## config.mk

```make
export PLATFORM = sky130hd
export DESIGN_NAME = window_time_weighted_stats
export DESIGN_NICKNAME = d
export VERILOG_FILES = /design/src/wtws_pkg.sv /design/src/wtws_front.sv /design/src/wtws_queue.sv /design/src/wtws_back.sv /design/src/window_time_weighted_stats.sv
export SDC_FILE = /design/constraint.sdc
export NUM_CORES = 2
export LEC_CHECK = 0
export BUFFER_PORTS_ARGS = -buffer_cell sky130_fd_sc_hd__buf_2
export CELL_PAD_IN_SITES_DETAIL_PLACEMENT = 1
export CELL_PAD_IN_SITES_GLOBAL_PLACEMENT = 1
export CORE_ASPECT_RATIO = 0.9
export CORE_MARGIN = 2
export CORE_UTILIZATION = 58
export CTS_BUF_LIST = sky130_fd_sc_hd__clkbuf_2 sky130_fd_sc_hd__clkbuf_4 sky130_fd_sc_hd__clkbuf_8
export CTS_CLUSTER_DIAMETER = 150
export DETAILED_ROUTE_END_ITERATION = 7
export PLACE_DENSITY_LB_ADDON = 0.1
export SLEW_MARGIN = 5
export SYNTH_ARGS = -nofsm -noshare
export SYNTH_HDL_FRONTEND = slang
export SYNTH_SLANG_ARGS = --single-unit
```

## constraint.sdc

```tcl
create_clock -name clk -period 21.6 [get_ports clk]
set_input_delay 2.16 -clock clk [delete_from_list [all_inputs] [get_ports clk]]
set_output_delay 2.16 -clock clk [all_outputs]
set_load 0.02 [all_outputs]
```

## src/wtws_pkg.sv

```systemverilog
`timescale 1ns / 1ps
package wtws_pkg;

	localparam logic [1:0] STATUS_OK    = 2'd0;
	localparam logic [1:0] STATUS_EMPTY = 2'd1;
	localparam logic [1:0] STATUS_ERROR = 2'd2;

	localparam logic [1:0] MODE_MEAN = 2'd0;
	localparam logic [1:0] MODE_MIN  = 2'd1;
	localparam logic [1:0] MODE_MAX  = 2'd2;

	localparam logic [1:0] REG_WINDOW_START    = 2'd0;
	localparam logic [1:0] REG_WINDOW_END      = 2'd1;
	localparam logic [1:0] REG_STAT_MODE       = 2'd2;
	localparam logic [1:0] REG_REPEAT_INTERVAL = 2'd3;

	localparam int unsigned DIV_STEPS = 64;
	localparam int unsigned DIV_CNT_W = $clog2(DIV_STEPS);

	typedef struct packed {
		logic [31:0]        sample_time;
		logic signed [31:0] sample_value;
		logic               last_sample;
	} in_item_t;

	typedef struct packed {
		logic [1:0]         status;
		logic signed [31:0] stat_value;
	} out_item_t;

	typedef struct packed {
		logic               add1_en;
		logic signed [31:0] add1_value;
		logic [15:0]        add1_weight;
		logic               add2_en;
		logic signed [31:0] add2_value;
		logic               fin;
		logic               need_div;
		logic [1:0]         status;
		logic [31:0]        value;
	} rec_t;

	typedef enum logic [1:0] {
		ST_RUN,
		ST_DIV,
		ST_OUT
	} back_state_t;

endpackage

```

## src/wtws_front.sv

```systemverilog
`timescale 1ns / 1ps
module wtws_front (
	input  logic             clk,
	input  logic             arst_n,
	input  logic             cfg_we,
	input  logic [1:0]       cfg_idx,
	input  logic [31:0]      cfg_wdata,
	input  logic             accept,
	input  wtws_pkg::in_item_t item,
	output wtws_pkg::rec_t   rec
);
	import wtws_pkg::*;

	logic [31:0]        win_start_q;
	logic [31:0]        win_end_q;
	logic [1:0]         mode_q;
	logic [15:0]        interval_q;

	logic [31:0]        ptime_q;
	logic signed [31:0] pvalue_q;
	logic               pvalid_q;
	logic               closed_q;
	logic signed [31:0] min_q;
	logic signed [31:0] max_q;
	logic               has_w_q;
	logic [1:0]         seen_q;
	logic               order_err_q;

	logic [31:0]        t;
	logic signed [31:0] v;
	logic               order_bad;
	logic [31:0]        gap;
	logic [31:0]        cut;
	logic [15:0]        w;
	logic               add1;
	logic               closed_n;
	logic               inwin;
	logic               has_w_n;
	logic signed [31:0] min_n;
	logic signed [31:0] max_n;
	logic signed [31:0] pvalue_n;
	logic               pvalid_n;
	logic [31:0]        ptime_n;
	logic [1:0]         seen_n;
	logic               order_err_n;
	logic               has_w_fin;

	always_ff @(posedge clk or negedge arst_n) begin
		if (!arst_n) begin
			win_start_q <= '0;
			win_end_q   <= 32'd1;
			mode_q      <= MODE_MEAN;
			interval_q  <= 16'd5;
		end else if (cfg_we) begin
			unique case (cfg_idx)
				REG_WINDOW_START:    win_start_q <= cfg_wdata;
				REG_WINDOW_END:      win_end_q   <= cfg_wdata;
				REG_STAT_MODE:       mode_q      <= cfg_wdata[1:0];
				REG_REPEAT_INTERVAL: interval_q  <= cfg_wdata[15:0];
				default:             win_start_q <= win_start_q;
			endcase
		end
	end

	assign t   = item.sample_time;
	assign v   = item.sample_value;
	assign gap = t - ptime_q;
	assign cut = win_end_q - ptime_q;

	always_comb begin
		order_bad   = (seen_q != 2'd0) && (t <= ptime_q);
		add1        = 1'b0;
		closed_n    = closed_q;
		inwin       = 1'b0;
		has_w_n     = has_w_q;
		min_n       = min_q;
		max_n       = max_q;
		pvalue_n    = pvalue_q;
		pvalid_n    = pvalid_q;
		ptime_n     = ptime_q;
		seen_n      = seen_q;
		order_err_n = order_err_q;
		if (gap > {16'd0, interval_q}) begin
			w = 16'd1;
		end else if (t < win_end_q) begin
			w = gap[15:0];
		end else if (win_end_q > ptime_q) begin
			w = cut[15:0];
		end else begin
			w = 16'd1;
		end
		if (order_bad) begin
			order_err_n = 1'b1;
		end else begin
			add1     = pvalid_q;
			has_w_n  = has_w_q | pvalid_q;
			closed_n = closed_q | (t >= win_end_q);
			inwin    = !closed_n && (t >= win_start_q) && (t < win_end_q);
			if (inwin) begin
				if (!has_w_n) begin
					min_n = v;
					max_n = v;
				end else begin
					if (v < min_q) min_n = v;
					if (v > max_q) max_n = v;
				end
				pvalue_n = v;
			end
			pvalid_n = inwin;
			ptime_n  = t;
			if (seen_q != 2'd2) seen_n = seen_q + 2'd1;
		end
		has_w_fin = has_w_n | pvalid_n;
	end

	always_comb begin
		rec.add1_en     = add1;
		rec.add1_value  = pvalue_q;
		rec.add1_weight = w;
		rec.add2_en     = item.last_sample && pvalid_n;
		rec.add2_value  = pvalue_n;
		rec.fin         = item.last_sample;
		rec.need_div    = 1'b0;
		rec.status      = STATUS_ERROR;
		rec.value       = '0;
		if ((win_start_q >= win_end_q) || order_err_n) begin
			rec.status = STATUS_ERROR;
		end else if (!has_w_fin) begin
			rec.status = STATUS_EMPTY;
		end else begin
			unique case (mode_q)
				MODE_MEAN: begin
					rec.status   = STATUS_OK;
					rec.need_div = 1'b1;
				end
				MODE_MIN: begin
					rec.status = STATUS_OK;
					rec.value  = min_n;
				end
				MODE_MAX: begin
					rec.status = STATUS_OK;
					rec.value  = max_n;
				end
				default: rec.status = STATUS_ERROR;
			endcase
		end
	end

	always_ff @(posedge clk or negedge arst_n) begin
		if (!arst_n) begin
			ptime_q     <= '0;
			pvalue_q    <= '0;
			pvalid_q    <= 1'b0;
			closed_q    <= 1'b0;
			min_q       <= '0;
			max_q       <= '0;
			has_w_q     <= 1'b0;
			seen_q      <= '0;
			order_err_q <= 1'b0;
		end else if (accept) begin
			if (item.last_sample) begin
				ptime_q     <= '0;
				pvalue_q    <= '0;
				pvalid_q    <= 1'b0;
				closed_q    <= 1'b0;
				min_q       <= '0;
				max_q       <= '0;
				has_w_q     <= 1'b0;
				seen_q      <= '0;
				order_err_q <= 1'b0;
			end else begin
				ptime_q     <= ptime_n;
				pvalue_q    <= pvalue_n;
				pvalid_q    <= pvalid_n;
				closed_q    <= closed_n;
				min_q       <= min_n;
				max_q       <= max_n;
				has_w_q     <= has_w_n;
				seen_q      <= seen_n;
				order_err_q <= order_err_n;
			end
		end
	end

endmodule

```

## src/wtws_queue.sv

```systemverilog
`timescale 1ns / 1ps
module wtws_queue #(
	parameter int unsigned DEPTH = 4
) (
	input  logic           clk,
	input  logic           arst_n,
	input  logic           push,
	input  wtws_pkg::rec_t push_rec,
	input  logic           pop,
	output logic           full,
	output logic           head_valid,
	output wtws_pkg::rec_t head_rec
);
	import wtws_pkg::*;

	localparam int unsigned PTR_W = (DEPTH > 1) ? $clog2(DEPTH) : 1;
	localparam int unsigned CNT_W = $clog2(DEPTH + 1);

	rec_t             slot_q [DEPTH];
	logic [PTR_W-1:0] wr_ptr_q;
	logic [PTR_W-1:0] rd_ptr_q;
	logic [CNT_W-1:0] count_q;

	assign full       = (count_q == CNT_W'(DEPTH));
	assign head_valid = (count_q != '0);
	assign head_rec   = slot_q[rd_ptr_q];

	always_ff @(posedge clk) begin
		if (push) begin
			slot_q[wr_ptr_q] <= push_rec;
		end
	end

	always_ff @(posedge clk or negedge arst_n) begin
		if (!arst_n) begin
			wr_ptr_q <= '0;
			rd_ptr_q <= '0;
			count_q  <= '0;
		end else begin
			if (push) begin
				wr_ptr_q <= (wr_ptr_q == PTR_W'(DEPTH - 1)) ? '0 : wr_ptr_q + 1'b1;
			end
			if (pop) begin
				rd_ptr_q <= (rd_ptr_q == PTR_W'(DEPTH - 1)) ? '0 : rd_ptr_q + 1'b1;
			end
			if (push && !pop) begin
				count_q <= count_q + 1'b1;
			end else if (pop && !push) begin
				count_q <= count_q - 1'b1;
			end
		end
	end

endmodule

```

## src/wtws_back.sv

```systemverilog
`timescale 1ns / 1ps
module wtws_back (
	input  logic              clk,
	input  logic              arst_n,
	input  logic              head_valid,
	input  wtws_pkg::rec_t    head_rec,
	output logic              pop,
	output logic              done,
	output wtws_pkg::out_item_t result
);
	import wtws_pkg::*;

	back_state_t        state_q;
	back_state_t        state_n;

	logic               hold_q;
	logic               s1_valid_s1;
	logic signed [63:0] p1_s1;
	logic signed [63:0] p2_s1;
	logic [16:0]        w_s1;
	logic               fin_s1;
	logic               need_div_s1;
	logic [1:0]         status_s1;
	logic [31:0]        value_s1;

	logic [63:0]        sum_q;
	logic [31:0]        wt_q;
	logic               fin_q;
	logic               need_div_q;
	logic [1:0]         status_q;
	logic [31:0]        value_q;

	logic               neg_q;
	logic [63:0]        dvd_q;
	logic [31:0]        rem_q;
	logic [DIV_CNT_W-1:0] cnt_q;

	logic               done_q;
	out_item_t          result_q;

	logic signed [48:0] prod;
	logic [32:0]        wt_sum;
	logic [32:0]        shifted;
	logic               ge;
	logic [32:0]        diff;
	logic [31:0]        mean;

	logic               emit;
	logic               load_div;
	logic [1:0]         emit_status;
	logic [31:0]        emit_value;

	assign pop  = head_valid && !hold_q;
	assign prod = head_rec.add1_value * $signed({1'b0, head_rec.add1_weight});

	always_ff @(posedge clk or negedge arst_n) begin
		if (!arst_n) begin
			s1_valid_s1 <= 1'b0;
		end else begin
			s1_valid_s1 <= pop;
		end
	end

	always_ff @(posedge clk) begin
		if (pop) begin
			p1_s1       <= head_rec.add1_en ? {{15{prod[48]}}, prod} : 64'sd0;
			p2_s1       <= head_rec.add2_en ? {{32{head_rec.add2_value[31]}}, head_rec.add2_value}
			                                : 64'sd0;
			w_s1        <= (head_rec.add1_en ? {1'b0, head_rec.add1_weight} : 17'd0)
			             + (head_rec.add2_en ? 17'd1 : 17'd0);
			fin_s1      <= head_rec.fin;
			need_div_s1 <= head_rec.need_div;
			status_s1   <= head_rec.status;
			value_s1    <= head_rec.value;
		end
	end

	assign wt_sum = {1'b0, wt_q} + {16'd0, w_s1};

	assign shifted = {rem_q, dvd_q[63]};
	assign ge      = (shifted >= {1'b0, wt_q});
	assign diff    = shifted - {1'b0, wt_q};

	always_comb begin
		if (!neg_q) begin
			mean = (|dvd_q[63:31]) ? 32'h7FFF_FFFF : dvd_q[31:0];
		end else if ((|dvd_q[63:32]) || (dvd_q[31] && (|dvd_q[30:0]))) begin
			mean = 32'h8000_0000;
		end else begin
			mean = ~dvd_q[31:0] + 32'd1;
		end
	end

	always_comb begin
		state_n = state_q;
		unique case (state_q)
			ST_RUN: if (fin_q && need_div_q) state_n = ST_DIV;
			ST_DIV: if (cnt_q == '0) state_n = ST_OUT;
			ST_OUT: state_n = ST_RUN;
			default: state_n = ST_RUN;
		endcase
	end

	always_comb begin
		emit        = 1'b0;
		load_div    = 1'b0;
		emit_status = status_q;
		emit_value  = value_q;
		unique case (state_q)
			ST_RUN: begin
				if (fin_q) begin
					load_div = need_div_q;
					emit     = !need_div_q;
				end
			end
			ST_DIV: begin
				emit = 1'b0;
			end
			ST_OUT: begin
				emit        = 1'b1;
				emit_status = STATUS_OK;
				emit_value  = mean;
			end
			default: emit = 1'b0;
		endcase
	end

	always_ff @(posedge clk or negedge arst_n) begin
		if (!arst_n) begin
			state_q <= ST_RUN;
			hold_q  <= 1'b0;
			fin_q   <= 1'b0;
			sum_q   <= '0;
			wt_q    <= '0;
			done_q  <= 1'b0;
		end else begin
			state_q <= state_n;
			done_q  <= emit;
			if (pop && head_rec.fin) begin
				hold_q <= 1'b1;
			end else if (emit) begin
				hold_q <= 1'b0;
			end
			if (s1_valid_s1) begin
				sum_q <= sum_q + 64'(p1_s1) + 64'(p2_s1);
				wt_q  <= wt_sum[32] ? 32'hFFFF_FFFF : wt_sum[31:0];
				fin_q <= fin_s1;
			end else if (emit) begin
				sum_q <= '0;
				wt_q  <= '0;
				fin_q <= 1'b0;
			end else if (load_div) begin
				fin_q <= 1'b0;
			end
		end
	end

	always_ff @(posedge clk) begin
		if (s1_valid_s1) begin
			need_div_q <= need_div_s1;
			status_q   <= status_s1;
			value_q    <= value_s1;
		end
		if (load_div) begin
			neg_q <= sum_q[63];
			dvd_q <= sum_q[63] ? (~sum_q + 64'd1) : sum_q;
			rem_q <= '0;
			cnt_q <= DIV_CNT_W'(DIV_STEPS - 1);
		end else if (state_q == ST_DIV) begin
			rem_q <= ge ? diff[31:0] : shifted[31:0];
			dvd_q <= {dvd_q[62:0], ge};
			cnt_q <= cnt_q - 1'b1;
		end
		if (emit) begin
			result_q.status     <= emit_status;
			result_q.stat_value <= emit_value;
		end
	end

	assign done   = done_q;
	assign result = result_q;

endmodule

```

## src/window_time_weighted_stats.sv

```systemverilog
`timescale 1ns / 1ps
// Time-weighted mean, minimum or maximum of a set of timestamped samples over
// the window set by window_start and window_end. A sample is taken on every
// cycle with start high and busy low; the sample flagged last_sample closes the
// set, and its result appears once, for one cycle with done high, and is never
// held back. Samples enter a queue of QUEUE_DEPTH entries and busy is high only
// while that queue is full. The back end reads one entry per cycle through a
// multiply and accumulate, except while it holds after a last sample until that
// set's result is out; a minimum, maximum or error result follows the accumulate,
// and a mean follows the 64-by-32 bit division, which retires one quotient bit per
// cycle. Samples of the next set are taken into the queue meanwhile. Registers
// must be written only while the block is idle; the block does not enforce this.
module window_time_weighted_stats #(
	parameter int unsigned QUEUE_DEPTH = 4
) (
	input  logic                clk,
	input  logic                arst_n,
	input  logic                cfg_we,
	input  logic [1:0]          cfg_idx,
	input  logic [31:0]         cfg_wdata,
	input  logic                start,
	output logic                busy,
	input  wtws_pkg::in_item_t  sample,
	output logic                done,
	output wtws_pkg::out_item_t result
);
	import wtws_pkg::*;

	logic accept;
	logic full;
	logic head_valid;
	logic pop;
	rec_t push_rec;
	rec_t head_rec;

	assign busy   = full;
	assign accept = start && !full;

	wtws_front u_front (
		.clk       (clk),
		.arst_n    (arst_n),
		.cfg_we    (cfg_we),
		.cfg_idx   (cfg_idx),
		.cfg_wdata (cfg_wdata),
		.accept    (accept),
		.item      (sample),
		.rec       (push_rec)
	);

	wtws_queue #(
		.DEPTH (QUEUE_DEPTH)
	) u_queue (
		.clk        (clk),
		.arst_n     (arst_n),
		.push       (accept),
		.push_rec   (push_rec),
		.pop        (pop),
		.full       (full),
		.head_valid (head_valid),
		.head_rec   (head_rec)
	);

	wtws_back u_back (
		.clk        (clk),
		.arst_n     (arst_n),
		.head_valid (head_valid),
		.head_rec   (head_rec),
		.pop        (pop),
		.done       (done),
		.result     (result)
	);

endmodule

```

==> flow_metrics.tcl <==
set metrics [dict create \
    worst_pin_slew_ns 1.29 \
    cts.sinks 1103 \
    place_hpwl_um 175000 \
    setup_tns_ns 0 \
    first_pass_iters 7 \
    postCtsSetupRepairBufs 0 \
    crit_top_cell "fa_1" \
    grt_pass1_wl_um 379000 \
    grt_pass1_vias 63100 \
    final_common_cell "inv_1" \
    io_buffers 138 \
    synthDistinctLibCells 81 \
    route.detailed.drc 0 \
    fmax_mhz 103 \
    synth_top_family_by_area "adder cells" \
    drt_iter0_drc 4750 \
    htreeDepth 4 \
    synth-compound-area-share 0.118 \
    cts_made_buffers 182 \
    cp_max_fo 47 \
    rows 126 \
    skew_ns 0.0684 \
    syn_avg_cell_area_um2 10.8 \
    cts_resized 0 \
    io_pins 139 \
    crit_path_max_incr_delay_ns 0.88 \
    crit_arrival_ns 10.35 \
    setup_ws_ns 11.90 \
    hold_violations 0 \
    wirelength_um 246000 \
    path_class "flip-flop to flip-flop" \
    dr_total_vias 57700 \
    synthAdderAreaFrac 0.225 \
    vias_per_cell 6.34 \
    fin_crit_sh 0.449 \
    cp.required_ns 22.25 \
    rsz0062_at_grt "no" \
    place_ws_ns 11.95 \
    fp.coreArea_mm2 0.131 \
    drv_cap 0 \
    final_cell_mix "inv_1, nand2_1, edfxtp_1, fa_1, ha_1" \
    gp_congestion 0.914 \
    fill_cells 13800 \
    clk_pin_slew_ns 0.06 \
    ys.flop_type "edfxtp_1" \
    layout.nets 8361 \
    syn_nets 8247 \
    worst-path-buf-inv 7 \
    finalCriticalPeriod_ns 9.70 \
    slew_violations 0 \
    insertion_delay_ns 0.95 \
    worstHoldPathType "flip-flop to flip-flop" \
    clk_path_buf_depth 3 \
    yosysWarnings 0 \
    synth_edf_count 740 \
    cp_top_family "adder cells" \
    synthXorXnorAreaFrac 0.0288 \
    grt_max_degree 141 \
    dieHeight_um 349 \
    synth-seq-cells 1103 \
    cts_root_buf "clkbuf_8" \
    slowest_stage "buf_4" \
    grtUsageTotal 0.368 \
    setup_viol 0 \
    ys_seq_area_frac 0.406 \
    synthArstFlopShare 0.295 \
    ant_nets 0 \
    synth_mux_area_frac 0.0602 \
    antenna_found_initial 16 \
    synthCells 7101 \
    syn2layout_area_growth_pct 8.77 \
    synth-simple-area-share 0.105 \
    syn_area_mm2 0.0767 \
    status "complete, no violations" \
    die_area_mm2 0.135 \
    start_util 0.584 \
    avgRoutedWirePerCell_um 27.0 \
    start_kind "flip-flop" \
    grt_remaining_overflow 0 \
    endpoint_kind "flip-flop" \
    die_x_um 387 \
    cts_tree "built" \
    hold_buffers 0 \
    drive_gt1_frac 0.110 \
    maxSlewHeadroom 0.139 \
]
logic make-up after synthesis:
family | count (synthesis)
simple gates | 1778
xor+xnor | 252
mux | 334
buf+inv | 1179
compound gates | 1412
flops | 1103
fa+ha+maj | 1043
worst paths after layout:
| check | endpoint | slack [ns] | startpoint | cells after the start |
|---|---|---|---|---|
| max | u_back.p1_s1[41] | 11.90 | u_queue.rd_ptr_q[0] | 27 |
| min | u_back.value_q[11] | 0.42 | u_back.value_s1[11] | 0 |
| max reg2reg | u_back.p1_s1[41] | 11.90 | u_queue.rd_ptr_q[0] | 27 |
| min reg2reg | u_back.value_q[11] | 0.42 | u_back.value_s1[11] | 0 |
| max in group asynchronous | u_front.interval_q[9] | 18.94 | arst_n | 2 |
| min in group asynchronous | u_front.win_end_q[22] | 1.23 | arst_n | 1 |
flip-flops by register name (all words and copies together) (netlist names), 3 cells and up:
register             cells
u_queue.slot_q         472
u_back.dvd_q            64
u_back.sum_q            64
u_back.p1_s1            49
u_back.result           34
u_back.p2_s1            32
u_back.rem_q            32
u_back.value_q          32
u_back.value_s1         32
u_back.wt_q             32
u_front.max_q           32
u_front.min_q           32
u_front.ptime_q         32
u_front.pvalue_q        32
u_front.win_end_q       32
u_front.win_start_q     32
u_back.w_s1             17
u_front.interval_q      16
u_back.cnt_q             6
u_queue.count_q          3
final cells by class:
type                       count  area, um2  share of cell area
antenna                        6       15.0            0.000180
clock inverter                86        966              0.0116
inverter                     897       3370              0.0404
sequential                  1103      31100               0.373
timing repair buffer         212       1270              0.0152
multi-input combinational   4819      41300               0.495
tap                         1728       2160              0.0259
clock buffer                 255       3200              0.0384
metrics by stage:
stage	utilization	std cells	area [um2]	hold WS [ns]
2_1_floorplan	-	7101	76700	0.400
3_3_place_gp	0.604	8759	79200	0.404
3_5_place_dp	0.604	8759	79200	0.406
6_report	0.636	9106	83400	0.424
5_1_grt	0.636	9105	83400	0.433
4_1_cts	0.636	9100	83400	0.427
cells in the mapped netlist, drive strengths merged, types with 79 or more instances:
master	instances	share of area
xnor2	115	0.013
a22o	79	0.0090
mux2	118	0.017
inv	896	0.044
ha	485	0.079
a21oi	251	0.016
xor2	137	0.016
dfrtp	322	0.11
o21ai	461	0.030
clkbuf	238	0.012
mux4	90	0.026
mux2i	126	0.016
nor2b	85	0.0069
a21o	179	0.018
nor2	453	0.022
nand2	752	0.037
fa	558	0.15
edfxtp	740	0.29
metal layers:
layer | vias up | GRT usage | part of all wire
met5 | - | 0 | 0.00019
met2 | 2430 | 0.598 | 0.47
met3 | 593 | 0.0678 | 0.076
li1 | 24900 | - | -
met4 | 8 | 0.171 | 0.049
met1 | 29800 | 0.483 | 0.40
Power is not shown: default switching activity piles up to over one toggle a cycle in this logic, so the estimate is an artifact.
